===== config.mk =====
export PLATFORM = sky130hd
export DESIGN_NAME = sblb_datapath
export DESIGN_NICKNAME = d
export VERILOG_FILES = /design/src/sblb_pkg.sv /design/src/sblb_ram.sv /design/src/sblb_datapath.sv
export SDC_FILE = /design/constraint.sdc
export NUM_CORES = 1
export LEC_CHECK = 0
export ABC_AREA = 1
export BUFFER_PORTS_ARGS = -buffer_cell sky130_fd_sc_hd__buf_4
export CORE_MARGIN = 2
export CORE_UTILIZATION = 50
export DETAILED_ROUTE_END_ITERATION = 7
export GPL_TIMING_DRIVEN = 1
export PLACE_DENSITY = 0.79
export SLEW_MARGIN = 20
export SYNTH_ARGS = -nofsm -noshare
export SYNTH_HDL_FRONTEND = slang
export SYNTH_SLANG_ARGS = --single-unit

===== constraint.sdc =====
create_clock -name clk -period 3.6 [get_ports clk]
set_clock_uncertainty 0.15 [all_clocks]
set_input_delay 1.08 -clock clk [delete_from_list [all_inputs] [get_ports clk]]
set_output_delay 1.08 -clock clk [all_outputs]
set_load 0.03 [all_outputs]

===== src/sblb_pkg.sv =====
// Shared sizes, codes and control types for the S-box linear bias checker.
package sblb_pkg;

  localparam int INDEX_BITS = 4;
  localparam int VALUE_BITS = 4;

  localparam int NUM_POS    = 1 << INDEX_BITS;
  localparam int HALF       = NUM_POS / 2;
  localparam int NUM_SCORES = (NUM_POS - 1) * VALUE_BITS;

  localparam int SCORE_W = INDEX_BITS + 1;
  localparam int ADDR_W  = (NUM_SCORES > 1) ? $clog2(NUM_SCORES) : 1;
  localparam int CNT_W   = $clog2(NUM_SCORES + 1);
  localparam int BIT_W   = (VALUE_BITS > 1) ? $clog2(VALUE_BITS) : 1;
  localparam int CMP_W   = INDEX_BITS + 7;

  localparam int THR_W      = 5;
  localparam int CFG_ADDR_W = 3;
  localparam int CFG_DATA_W = 32;

  localparam logic REG_THRESHOLD = 1'b0;

  typedef enum logic [1:0] {
    STATUS_OK    = 2'd0,
    STATUS_UPPER = 2'd1,
    STATUS_LOWER = 2'd2,
    STATUS_FULL  = 2'd3
  } status_t;

  typedef struct packed {
    logic start;
    logic issue;
    logic load_out;
  } sblb_cmd_t;

  typedef struct packed {
    logic issue_done;
    logic pipe_busy;
  } sblb_stat_t;

  typedef struct packed {
    status_t     status;
    logic [4:0]  max_score;
    logic [4:0]  min_score;
    logic [4:0]  filled_count;
  } sblb_result_t;

endpackage


===== src/sblb_ram.sv =====
// Generic simple dual-port RAM, one write and one registered read port.
module sblb_ram #(
  parameter int WIDTH = 8,
  parameter int DEPTH = 16
) (
  input  logic                                     clk,
  input  logic                                     we,
  input  logic [((DEPTH > 1) ? $clog2(DEPTH) : 1)-1:0] waddr,
  input  logic [WIDTH-1:0]                         wdata,
  input  logic [((DEPTH > 1) ? $clog2(DEPTH) : 1)-1:0] raddr,
  output logic [WIDTH-1:0]                         rdata_r
);

  logic [WIDTH-1:0] mem [DEPTH];

  always_ff @(posedge clk) begin
    if (we) begin
      mem[waddr] <= wdata;
    end
    rdata_r <= mem[raddr];
  end

endmodule


===== src/sblb_datapath.sv =====
// Datapath: entry bookkeeping, score RAM sweep, extremes and status.
module sblb_datapath
  import sblb_pkg::*;
(
  input  logic                  clk,
  input  logic                  rst_n,
  input  sblb_cmd_t             cmd,
  output sblb_stat_t            st,
  input  logic [3:0]            entry_index,
  input  logic [3:0]            entry_value,
  input  logic [THR_W-1:0]      threshold,
  output sblb_result_t          result
);

  logic [INDEX_BITS-1:0] pos_r;
  logic [VALUE_BITS-1:0] val_r;
  logic                  new_r;
  logic [NUM_POS-1:0]    seen_r;
  logic [INDEX_BITS:0]   assigned_r;

  logic [CNT_W-1:0]      rd_addr_r;
  logic [INDEX_BITS-1:0] rd_a_r;
  logic [BIT_W-1:0]      rd_b_r;

  logic                  wr_valid_r;
  logic [ADDR_W-1:0]     wr_addr_r;
  logic [INDEX_BITS-1:0] wr_a_r;
  logic [BIT_W-1:0]      wr_b_r;
  logic                  wr_vld_r;

  logic [NUM_SCORES-1:0] vld_r;
  logic [SCORE_W-1:0]    max_r, min_r;
  sblb_result_t          result_r;

  logic [SCORE_W-1:0]    rdata;
  logic [SCORE_W-1:0]    old_score;
  logic [SCORE_W-1:0]    new_score;
  logic                  agree;
  logic [ADDR_W-1:0]     rd_addr;
  status_t               status_nxt;

  assign rd_addr   = rd_addr_r[ADDR_W-1:0];
  assign old_score = wr_vld_r ? rdata : '0;
  assign agree     = new_r && ((^(pos_r & wr_a_r)) == val_r[wr_b_r]);
  assign new_score = old_score + SCORE_W'(agree);

  sblb_ram #(
    .WIDTH (SCORE_W),
    .DEPTH (NUM_SCORES)
  ) u_score_ram (
    .clk     (clk),
    .we      (wr_valid_r),
    .waddr   (wr_addr_r),
    .wdata   (new_score),
    .raddr   (rd_addr),
    .rdata_r (rdata)
  );

  // Entry state and the read side of the sweep
  always_ff @(posedge clk) begin
    if (!rst_n) begin
      seen_r     <= '0;
      assigned_r <= '0;
      new_r      <= 1'b0;
      rd_addr_r  <= CNT_W'(NUM_SCORES);
      wr_valid_r <= 1'b0;
      vld_r      <= '0;
    end else begin
      wr_valid_r <= cmd.issue;
      if (cmd.start) begin
        new_r     <= !seen_r[entry_index[INDEX_BITS-1:0]];
        rd_addr_r <= '0;
        if (!seen_r[entry_index[INDEX_BITS-1:0]]) begin
          seen_r[entry_index[INDEX_BITS-1:0]] <= 1'b1;
          assigned_r <= assigned_r + 1'b1;
        end
      end else if (cmd.issue) begin
        rd_addr_r <= rd_addr_r + 1'b1;
      end
      if (wr_valid_r) begin
        vld_r[wr_addr_r] <= 1'b1;
      end
    end
  end

  always_ff @(posedge clk) begin
    if (cmd.start) begin
      pos_r  <= entry_index[INDEX_BITS-1:0];
      val_r  <= entry_value[VALUE_BITS-1:0];
      rd_a_r <= INDEX_BITS'(1);
      rd_b_r <= '0;
      max_r  <= '0;
      min_r  <= SCORE_W'(NUM_POS);
    end else begin
      if (cmd.issue) begin
        if (rd_b_r == BIT_W'(VALUE_BITS - 1)) begin
          rd_b_r <= '0;
          rd_a_r <= rd_a_r + 1'b1;
        end else begin
          rd_b_r <= rd_b_r + 1'b1;
        end
      end
      if (wr_valid_r) begin
        if (new_score > max_r) begin
          max_r <= new_score;
        end
        if (new_score < min_r) begin
          min_r <= new_score;
        end
      end
    end
    if (cmd.issue) begin
      wr_addr_r <= rd_addr;
      wr_a_r    <= rd_a_r;
      wr_b_r    <= rd_b_r;
      wr_vld_r  <= vld_r[rd_addr];
    end
    if (cmd.load_out) begin
      result_r.status       <= status_nxt;
      result_r.max_score    <= 5'(max_r);
      result_r.min_score    <= 5'(min_r);
      result_r.filled_count <= 5'(assigned_r);
    end
  end

  // lower test rearranged: min + thr + NUM_POS < half + assigned
  always_comb begin
    priority if (CMP_W'(max_r) > CMP_W'(HALF) + CMP_W'(threshold)) begin
      status_nxt = STATUS_UPPER;
    end else if (CMP_W'(min_r) + CMP_W'(threshold) + CMP_W'(NUM_POS)
                 < CMP_W'(HALF) + CMP_W'(assigned_r)) begin
      status_nxt = STATUS_LOWER;
    end else if (assigned_r >= (INDEX_BITS + 1)'(NUM_POS)) begin
      status_nxt = STATUS_FULL;
    end else begin
      status_nxt = STATUS_OK;
    end
  end

  assign st.issue_done = (rd_addr_r == CNT_W'(NUM_SCORES));
  assign st.pipe_busy  = wr_valid_r;
  assign result        = result_r;

  a_wr_addr_range: assert property (@(posedge clk) disable iff (!rst_n)
    wr_valid_r |-> (CNT_W'(wr_addr_r) < CNT_W'(NUM_SCORES)))
    else $error("score write address out of range");

  a_score_bound: assert property (@(posedge clk) disable iff (!rst_n)
    wr_valid_r |-> (SCORE_W'(new_score) <= SCORE_W'(assigned_r)))
    else $error("score exceeds number of assigned entries");

  a_min_le_max: assert property (@(posedge clk) disable iff (!rst_n)
    cmd.load_out |-> (min_r <= max_r))
    else $error("min score above max score at result load");

endmodule


Yosys cells after proc, flatten, opt, wreduce, memory -nomap -nowiden --
Memories as Yosys holds them, arrays and structs flattened. A register that Yosys moved wholly into a read port is not among the register bits. Cells that the tools add are included.
Storage, ports and cells: flip-flop bits (word level) 143, latch bits 0, bits in writable memories 300, ROM bits 0, input bits 18, word-level logic and storage cells 79, memories kept 1
Cells by class: add/subtract/negate cells 9, $mul 0, divide/modulo/power cells 0, order comparisons 11, eq/ne operators 3, shift operators 0, mux-type cells 18, bitwise logic cells 5, reduce and logical (&&, ||, !) cells 11
Memories:
- u_score_ram.mem | words 60, bits a word 5, rd ports 1, clocked after Yosys merged registers in 1, write ports 1, RTL line sblb_ram.sv:14 | logic [WIDTH-1:0] mem [DEPTH];
Operators by type and width (number):
- 60-bit OR | 1
- 16-bit OR | 1
- 6-bit by 7-bit < comparator with 1-bit output (second input constant) | 2
- 4-bit by 5-bit adder with 6-bit output (first input constant) | 2
- 6-bit 2-to-1 mux | 2
- 2-bit AND reduction | 4
- 6-bit by 5-bit adder with 7-bit output (second input constant) | 1
- 7-bit by 6-bit < comparator with 1-bit output | 1
- 1-bit 2-to-1 mux | 7
- 5-bit by 5-bit adder with 6-bit output | 1
- 6-bit by 1-bit adder with 6-bit output (second input constant) | 1
- 1-bit binary-select mux with 6-bit select | 1
- 1-bit demux with 6-bit select | 1
- 6-bit == test (second input constant) | 1
- 6-bit by 1-bit >= comparator with 1-bit output (second input constant) | 1
- 5-bit by 6-bit > comparator with 1-bit output | 1
- 2-bit 2-to-1 mux | 3
- 5-bit by 1-bit adder with 5-bit output | 1
- 5-bit by 1-bit adder with 5-bit output (second input constant) | 1
- 5-bit >= comparator (second input constant) | 1
- 5-bit > comparator | 1
- 4-bit by 5-bit < comparator with 1-bit output (second input constant) | 1
- 5-bit < comparator | 1
- 5-bit 2-to-1 mux | 1
- 16 further kinds | 19

Logic depth before layout (Yosys ltp) --
Gate-level depths: netlist of the first run.
depth in word-level cells 7, depth in mapped cells 18, depth with buffers taken out 18

Modules after synthesis --
From an unflattened synthesis of the first run, not the netlist that was laid out.
Unflattened totals: cells, all modules 1965, area, all modules 19506.2 µm²
Modules (own cells, without submodules):
- sblb_ram | instances 1, cells an instance 1122, area an instance 12693.4 µm², sequential area each 9108.7 µm²
- sblb_datapath | instances 1, cells an instance 843, area an instance 6812.8 µm², sequential area each 3243.1 µm²

Worst setup path after synthesis of the first run --
Ideal clock, no wire load.
kind flip-flop to flip-flop, start point reg pos_r[0], end point reg min_r[4], setup time 0.143 ns, data arrival time 3.361 ns, setup slack -0.054 ns, stages on the path, launching flop included 18, clock period less this slack 3.654 ns, cells stage by stage edfxtp_1 > nand2_1 > xor2_1 > xnor2_1 > xor2_1 > nor2_1 > ha_1 > ha_1 > nand4_1 > xnor2_1 > inv_1 > ha_1 > nand2_1 > nor2_1 > o21ai_0 > o2111ai_1 > a21oi_1 > o21ai_0
On the way: cells in the longest elaborated chain, start to end 7
RTL lines:
- from (decl) | RTL line sblb_datapath.sv:15 | logic [INDEX_BITS-1:0] pos_r;
- from (signal assigned) | RTL line sblb_datapath.sv:88 | pos_r <= entry_index[INDEX_BITS-1:0];
- 4-bit bitwise AND (*) | RTL line sblb_datapath.sv:44 | assign agree = new_r && ((^(pos_r & wr_a_r)) == val_r[wr_b_r]);
- 4-bit XOR reduction (*) | RTL line sblb_datapath.sv:44
- 1-bit == test (*) | RTL line sblb_datapath.sv:44
- 1-bit logical AND (*) | RTL line sblb_datapath.sv:44
- 5-bit by 1-bit adder with 5-bit output (*) | RTL line sblb_datapath.sv:45 | assign new_score = old_score + SCORE_W'(agree);
- net new_score[4] | RTL line sblb_datapath.sv:37 | logic [SCORE_W-1:0] new_score;
- 5-bit < comparator | RTL line sblb_datapath.sv:107 | if (new_score < min_r) begin
- 2-bit AND reduction (no source line)
- to (signal assigned) | RTL line sblb_datapath.sv:93 | min_r <= SCORE_W'(NUM_POS);
- to (signal assigned) | RTL line sblb_datapath.sv:108 | min_r <= new_score;
- to (decl) | RTL line sblb_datapath.sv:32 | logic [SCORE_W-1:0] max_r, min_r;
Mark *: on every way through the listed nets, which the timed path passes. The rest lies on a longest branch. A chain may end at the register's enable or synchronous reset.

Final worst setup path of the first run --
start point reg pos_r[0], end point reg min_r[2]
On the way: cells in the longest elaborated chain, start to end 7
RTL lines (RTL line):
- 4-bit bitwise AND | sblb_datapath.sv:44
- 4-bit XOR reduction | sblb_datapath.sv:44
- 1-bit == test | sblb_datapath.sv:44
- 1-bit logical AND | sblb_datapath.sv:44
- 5-bit by 1-bit adder with 5-bit output | sblb_datapath.sv:45
- net new_score[4] | sblb_datapath.sv:37
- 5-bit < comparator | sblb_datapath.sv:107
- 2-bit AND reduction (no source line)
The timed path passes the listed nets, and every way through them passes these cells.

==> run summary, run 1 <==
run status - completed
crit path kind - flop to flop
antenna-violating nets left - 0
Post-Syn Nets - 2067
top_reg_cell synth - edfxtp_1
Gate power share - 9.5%
Top Ports - 37
grt met3 use - 3.56%
Site Rows - 71
Slew @ Worst Pin - 1.04 ns
clk root buf - clkbuf_16
synth warn - 0
ys async rst share - 0%
Worst-path clk slew - 0.06 ns
crit path capture type - flop
initial antenna violation count - 0
final hold slack - 0.292 ns
GRT Util Overall - 21.7%
Longest Clk Path Bufs - 3
M1 GR Usage - 28.2%
Routed WL - 44300 µm
Die Span X - 200 µm
internal power - 9030 µW
Pre-Repair DR Iteration Count - 6
worst-path maximum fanout - 5
power share of the clock group - 41.1%
Mapped Area - 19300 µm²
Final Setup Violations - 0
TritonCTS clock tree - yes
Fillers - 3079
Mean Syn Cell Area - 9.60 µm²
DRC viols - 0
worst skew pair latency - 0.54 ns
Synth Register Bits - 448
fin nets - 2081
GRT busiest layer - met2
Lkg Pwr - 0.00856 µW
multi-input logic area - 5940 µm²
die area - 40200 µm²
largest net degree at the start of global routing - 193
drt wl/cell - 17.2 µm
gr ovfl total - 0
leading area contributor after synthesis - edfxtp_1
switching share of power - 23.3%
switching pwr - 2750 µW
max_slew headroom - 30.4%
CP required - 3.92 ns
Cells on Worst Hold Path - 2
Startpoint Class - flop
Pwr per Cell Area - 545 nW/µm²
Post-synth EDFFs - 338
first-pass GRT wire length - 70200 µm
Layout area overhead - 11.9%
area share of the largest cell type after synthesis - 52.6%
reg2reg path depth - 19
Critical Path AT - 3.82 ns
HP Class - flop to flop
period utilisation layout - 97.2%
Num Clock Sinks - 448
core area - 37800 µm²
vias per cell - 5.45
Fmax - 0.286 GHz
H-Tree Depth - 2
Die Ht - 200 µm
most area-consuming cells after synthesis - edfxtp_1, dfxtp_1, nand2_1
Register Area - 12400 µm²
CTS Buf Count - 44
register area share after synthesis - 64.0%
Flop pwr share - 49.4%
Place WS - 0.0689 ns
Final Critical Period - 3.50 ns
Fin. Hold Viols - 0
Starting Density - 51.0%
share of layout cells above drive strength 1 - 7.19%
via count - 14000
number of global-route vias before repair - 13700
Placer Congestion - 0.875
max-capacitance violation count - 0
Synth cell types - 38
iteration-0 DRC count of the detailed router - 1543
peak supply drop - 0.000316 V
met2 Track Usage GR - 36.6%
cell count after synthesis - 2010
number of I/O port buffers - 36
antenna cells - 0
post-DP HPWL - 25800 µm
Final Max Slew Viols - 0
worst setup margin - 0.0993 ns
==> cell type report <==
class,instances,share of cell area (%)
inverters,174,3.08
clock inverters,16,1.24
well taps,511,2.96
flip-flops and latches,448,57.2
clock buffers,65,5.89
repair buffers,53,2.07
multi-input cells,1303,27.5
==> routing by layer <==
layer | up-vias | part of all wire, %
met1 | 6596 | 40
met4 | 0 | 3.9
met5 | - | 0
li1 | 6634 | -
met2 | 651 | 48
met3 | 137 | 8.4
==> worst paths after layout <==
| path | from | to | slack [ns] |
|---|---|---|---|
| setup / recovery | pos_r[0] | min_r[2] | 0.1 |
| hold / removal | seen_r[4] | seen_r[4] | 0.29 |
| setup reg to reg | pos_r[0] | min_r[2] | 0.1 |
| hold reg to reg | seen_r[4] | seen_r[4] | 0.29 |
==> state kept, by name (all words and copies together) (netlist names), 5 cells and up <==
name	flops
wr_addr_r	6
max_r	5
min_r	5
u_score_ram.mem	300
result	17
rd_addr	6
vld_r	60
seen_r	16
u_score_ram.rdata_r	5
assigned_r	5
==> worst max-delay path: stages, from the launching register on <==
cell and delay, ns:
edfxtp_1 0.37, nand2_1 0.09, xor2_1 0.18, xnor2_1 0.15, xor2_1 0.09, nor2_1 0.13, ha_2 0.20, ha_2 0.18
nand4_1 0.15, xnor2_2 0.29, clkinvlp_4 0.21, ha_4 0.25, nand2_1 0.13, nor2_1 0.07, o21ai_1 0.17, o2111ai_2 0.24
buf_4 0.20, nand2_1 0.06, nand2_1 0.05, nor2_1 0.09
==> power by group through the flow <==
| stage | Combinational (µW) | Sequential (µW) | Clock [µW] |
|---|---|---|---|
| 4_1_cts | 1080 | 5820 | 4870 |
| 2_1_floorplan | 675 | 5950 | 0 |
| 3_3_place_gp | 1030 | 5920 | 0 |
| 5_1_grt | 1230 | 5830 | 5060 |
| 3_5_place_dp | 1070 | 5930 | 0 |
| 6_report | 1110 | 5820 | 4840 |
==> per-stage QoR <==
step | std cells | total power [µW] | setup TNS [ns] | cell area, µm² | utilization (%)
6_report | 2570 | 11800 | 0 | 21600 | 57.1
5_1_grt | 2570 | 12100 | -0.250 | 21600 | 57.1
4_1_cts | 2567 | 11800 | 0 | 21600 | 56.9
3_5_place_dp | 2486 | 6990 | 0 | 20000 | 52.9
3_3_place_gp | 2486 | 6950 | 0 | 20000 | 52.9
2_1_floorplan | 2010 | 6620 | 0 | 19300 | -
==> cells in the mapped netlist, drive strengths merged (8+ instances only) <==
| cell | number |
|---|---|
| edfxtp | 338 |
| nand2 | 490 |
| o211ai | 11 |
| nand3 | 149 |
| clkbuf | 30 |
| dfxtp | 110 |
| buf | 56 |
| o21ai | 111 |
| nor2 | 403 |
| inv | 172 |
| nor3 | 18 |
| a21oi | 47 |
| xor2 | 8 |
| ha | 38 |
==> placed cells by master, fill, tap and decap left out, types with 5 or more instances in the layout <==
master | synthesis | routed
bufinv_16 | 0 | 7
clkbuf_16 | 0 | 45
clkbuf_8 | 0 | 7
clkinv_2 | 0 | 5
nor3_1 | 18 | 18
inv_1 | 170 | 165
ha_1 | 38 | 34
o22ai_1 | 5 | 5
xor2_1 | 8 | 8
edfxtp_1 | 338 | 338
nor2_1 | 399 | 398
buf_4 | 7 | 49
o211ai_1 | 11 | 11
o21ai_0 | 110 | 109
nand3_1 | 149 | 149
xnor2_1 | 6 | 5
a21oi_1 | 47 | 47
dfxtp_1 | 110 | 108
nand2_1 | 488 | 488
clkbuf_1 | 30 | 13
==> what timing repair did <==
item | 4_1_cts | 5_1_grt
hold buffers | 0 | 0
buffers inserted | 0 | 2
resized for setup | 0 | 3
endpoints found under the setup margin | 0 | 9
==> cell families (layout without fill, tap and decap cells) <==
kind of cell / after synthesis / in the layout / share of synthesized area, %
xor gates and xnor gates: 14 / 14 / 0.636
adders and majority gates: 39 / 39 / 2.57
AOI/OAI and AO/OA: 180 / 181 / 4.94
buffers and inverters: 260 / 308 / 5.60
DFF: 448 / 448 / 64.0
and+or+nand+nor: 1069 / 1069 / 22.2
Note: power is estimated with default switching activity, not from simulation.
==> inputs of run 2 (changes only) <==
Settings changed: SYNTH_HIERARCHICAL set to 1.
==> run summary, run 2 <==
peak supply drop - 0.000390 V
antenna-violating nets left - 0
Critical Path AT - 3.57 ns
Longest Clk Path Bufs - 3
final hold slack - 0.295 ns
Largest register FFs - 300
Pwr per Cell Area - 528 nW/µm²
Place WS - 0.117 ns
Routed WL - 44700 µm
crit path capture type - flop
initial antenna violation count - 0
crit-path max cell delay - 0.35 ns
GRT Util Overall - 21.6%
Post-synth EDFFs - 338
hold_sp - rd_a_r[3]
Worst-path clk slew - 0.06 ns
H-Tree Depth - 2
Cells on Worst Hold Path - 0
Flop pwr share - 51.4%
post-DP HPWL - 26800 µm
cell count after synthesis - 1965
synth warn - 6
Slew @ Worst Pin - 1.02 ns
RR Startpoint - pos_r[0]
iteration-0 DRC count of the detailed router - 1830
worst skew pair latency - 0.56 ns
RSZ-0062 raised after global routing - false
Fmax - 0.303 GHz
CTS Hold Bufs - 0
Final Critical Period - 3.30 ns
register with the most flip-flops - u_score_ram/mem
Startpoint Class - flop
Lkg Pwr - 0.00818 µW
CP cell instances - nand2_1, xor2_1, xnor2_1, xnor2_1, nor2_1, ha_2, ha_2, nand4_1, xor2_4, ha_1, nand2_1, nor2_1, o21ai_0, o2111ai_2, a21oi_1, o21ai_0
Worst Setup SP - pos_r[0]
commonest non-fill, non-tap cell in the layout - nand2_1
Final Setup Violations - 0
crit path kind - flop to flop
die area - 40600 µm²
R2R Setup Slk - 0.30 ns
gr ovfl total - 0
Num Clock Sinks - 448
share of layout cells above drive strength 1 - 8.02%
Layout area overhead - 10.3%
internal power - 8620 µW
Synth cell types - 38
Synth Register Bits - 448
Top Ports - 37
Site Rows - 72
Die Span X - 202 µm
worst setup margin - 0.303 ns
largest net degree at the start of global routing - 168
top_reg_cell synth - edfxtp_1
drt wl/cell - 17.7 µm
CTS Buf Count - 44
core area - 38600 µm²
HP Class - flop to flop
setup TNS - 0 ns
ys async rst share - 0%
switching share of power - 24.1%
Top delay family on crit path - compound AO/OA/AOI/OAI gates
commonest cells in the netlist - nand2_1, edfxtp_1, nand3_1
number of global-route vias before repair - 13600
Die Ht - 202 µm
worst-path maximum fanout - 10
Pre-Repair DR Iteration Count - 7
final cell utilization of the core - 55.8%
Post-Syn Nets - 2022
reg2reg path depth - 16
CP required - 3.87 ns
DRC viols - 0
count leader, synth - nand2_1
area share of the largest cell type after synthesis - 52.0%
leading area contributor after synthesis - edfxtp_1
switching pwr - 2740 µW
power share of the clock group - 39.5%
via count - 14300
Fin. Hold Viols - 0
Mapped Area - 19500 µm²
clk root buf - clkbuf_16
most frequent cells in the layout - nand2_1, edfxtp_1, nand3_1
CP max stage cell - edfxtp_1
number of I/O port buffers - 36
placed insts - 2445
max_slew headroom - 31.7%
max-capacitance violation count - 0
Critical path buffers and inverters - 0
FF-to-FF End - min_r[4]
hold endpoint - wr_a_r[3]
Mean Syn Cell Area - 9.93 µm²
Starting Density - 50.6%
first-pass GRT wire length - 70000 µm
Gate power share - 9.1%
Placer Congestion - 0.887
fin nets - 2030
most area-consuming cells after synthesis - edfxtp_1, dfxtp_1, nand2_1
Finished Layout Cells - 2526
TritonCTS clock tree - yes
Final Max Slew Viols - 0
period utilisation layout - 91.6%
register area share after synthesis - 63.3%
vias per cell - 5.64
run status - completed
==> run 2: cell families after synthesis <==
| family | after synthesis | synth area share (%) |
|---|---|---|
| flops | 448 | 63.3 |
| xor+xnor | 13 | 0.584 |
| compound gates | 175 | 4.91 |
| fa+ha+maj | 39 | 2.54 |
| simple gates | 1058 | 23.1 |
| buf+inv | 232 | 5.52 |
==> run 2: power groups by stage <==
stage                     clock network [µW]  registers, µW  logic [µW]
after floorplan                            0           5940         675
after global placement                     0           5940         980
after detailed placement                   0           5940        1020
after CTS                               4530           5830        1030
after global routing                    4730           5840        1150
final                                   4480           5830        1040
==> run 2: repair_timing <==
item,in CTS,in global routing
resized for setup,0,2
setup endpoints to repair,0,10
buffers inserted,0,0
==> run 2: worst max path at each step <==
stage                     cells after the start         end  slack [ns]
final                                        16    min_r[4]        0.30
after global routing                         16    min_r[4]       0.003
after CTS                                    16    min_r[4]        0.23
after detailed placement                     14  result[16]        0.12
after global placement                       14  result[16]        0.15
after floorplan                              15    max_r[3]       -0.01
==> run 2: layer usage <==
layer	up-vias	GRT usage, %	part of all wire [%]
met5	-	0	0
met4	0	8.32	3.3
met3	124	4.15	8.8
met2	686	35.9	48
met1	6754	28.1	40
li1	6688	-	-
==> run 2: through the flow <==
| step | power, µW | instance area [µm²] |
|---|---|---|
| 3_3_place_gp | 6920 | 20100 |
| 4_1_cts | 11400 | 21500 |
| 3_5_place_dp | 6960 | 20100 |
| 2_1_floorplan | 6610 | 19500 |
| 6_report | 11400 | 21500 |
| 5_1_grt | 11700 | 21500 |
==> run 2: layout make-up <==
cell class                      count  area [µm²]
Sequential cell                   448       12400
Inverter                          137         517
Multi-Input combinational cell   1285        6120
Tap cell                          518         648
Timing Repair Buffer               57         465
Clock inverter                     18         140
Clock buffer                       62        1260
Fill cell                        3221       17000
Antenna cell                        1        2.50
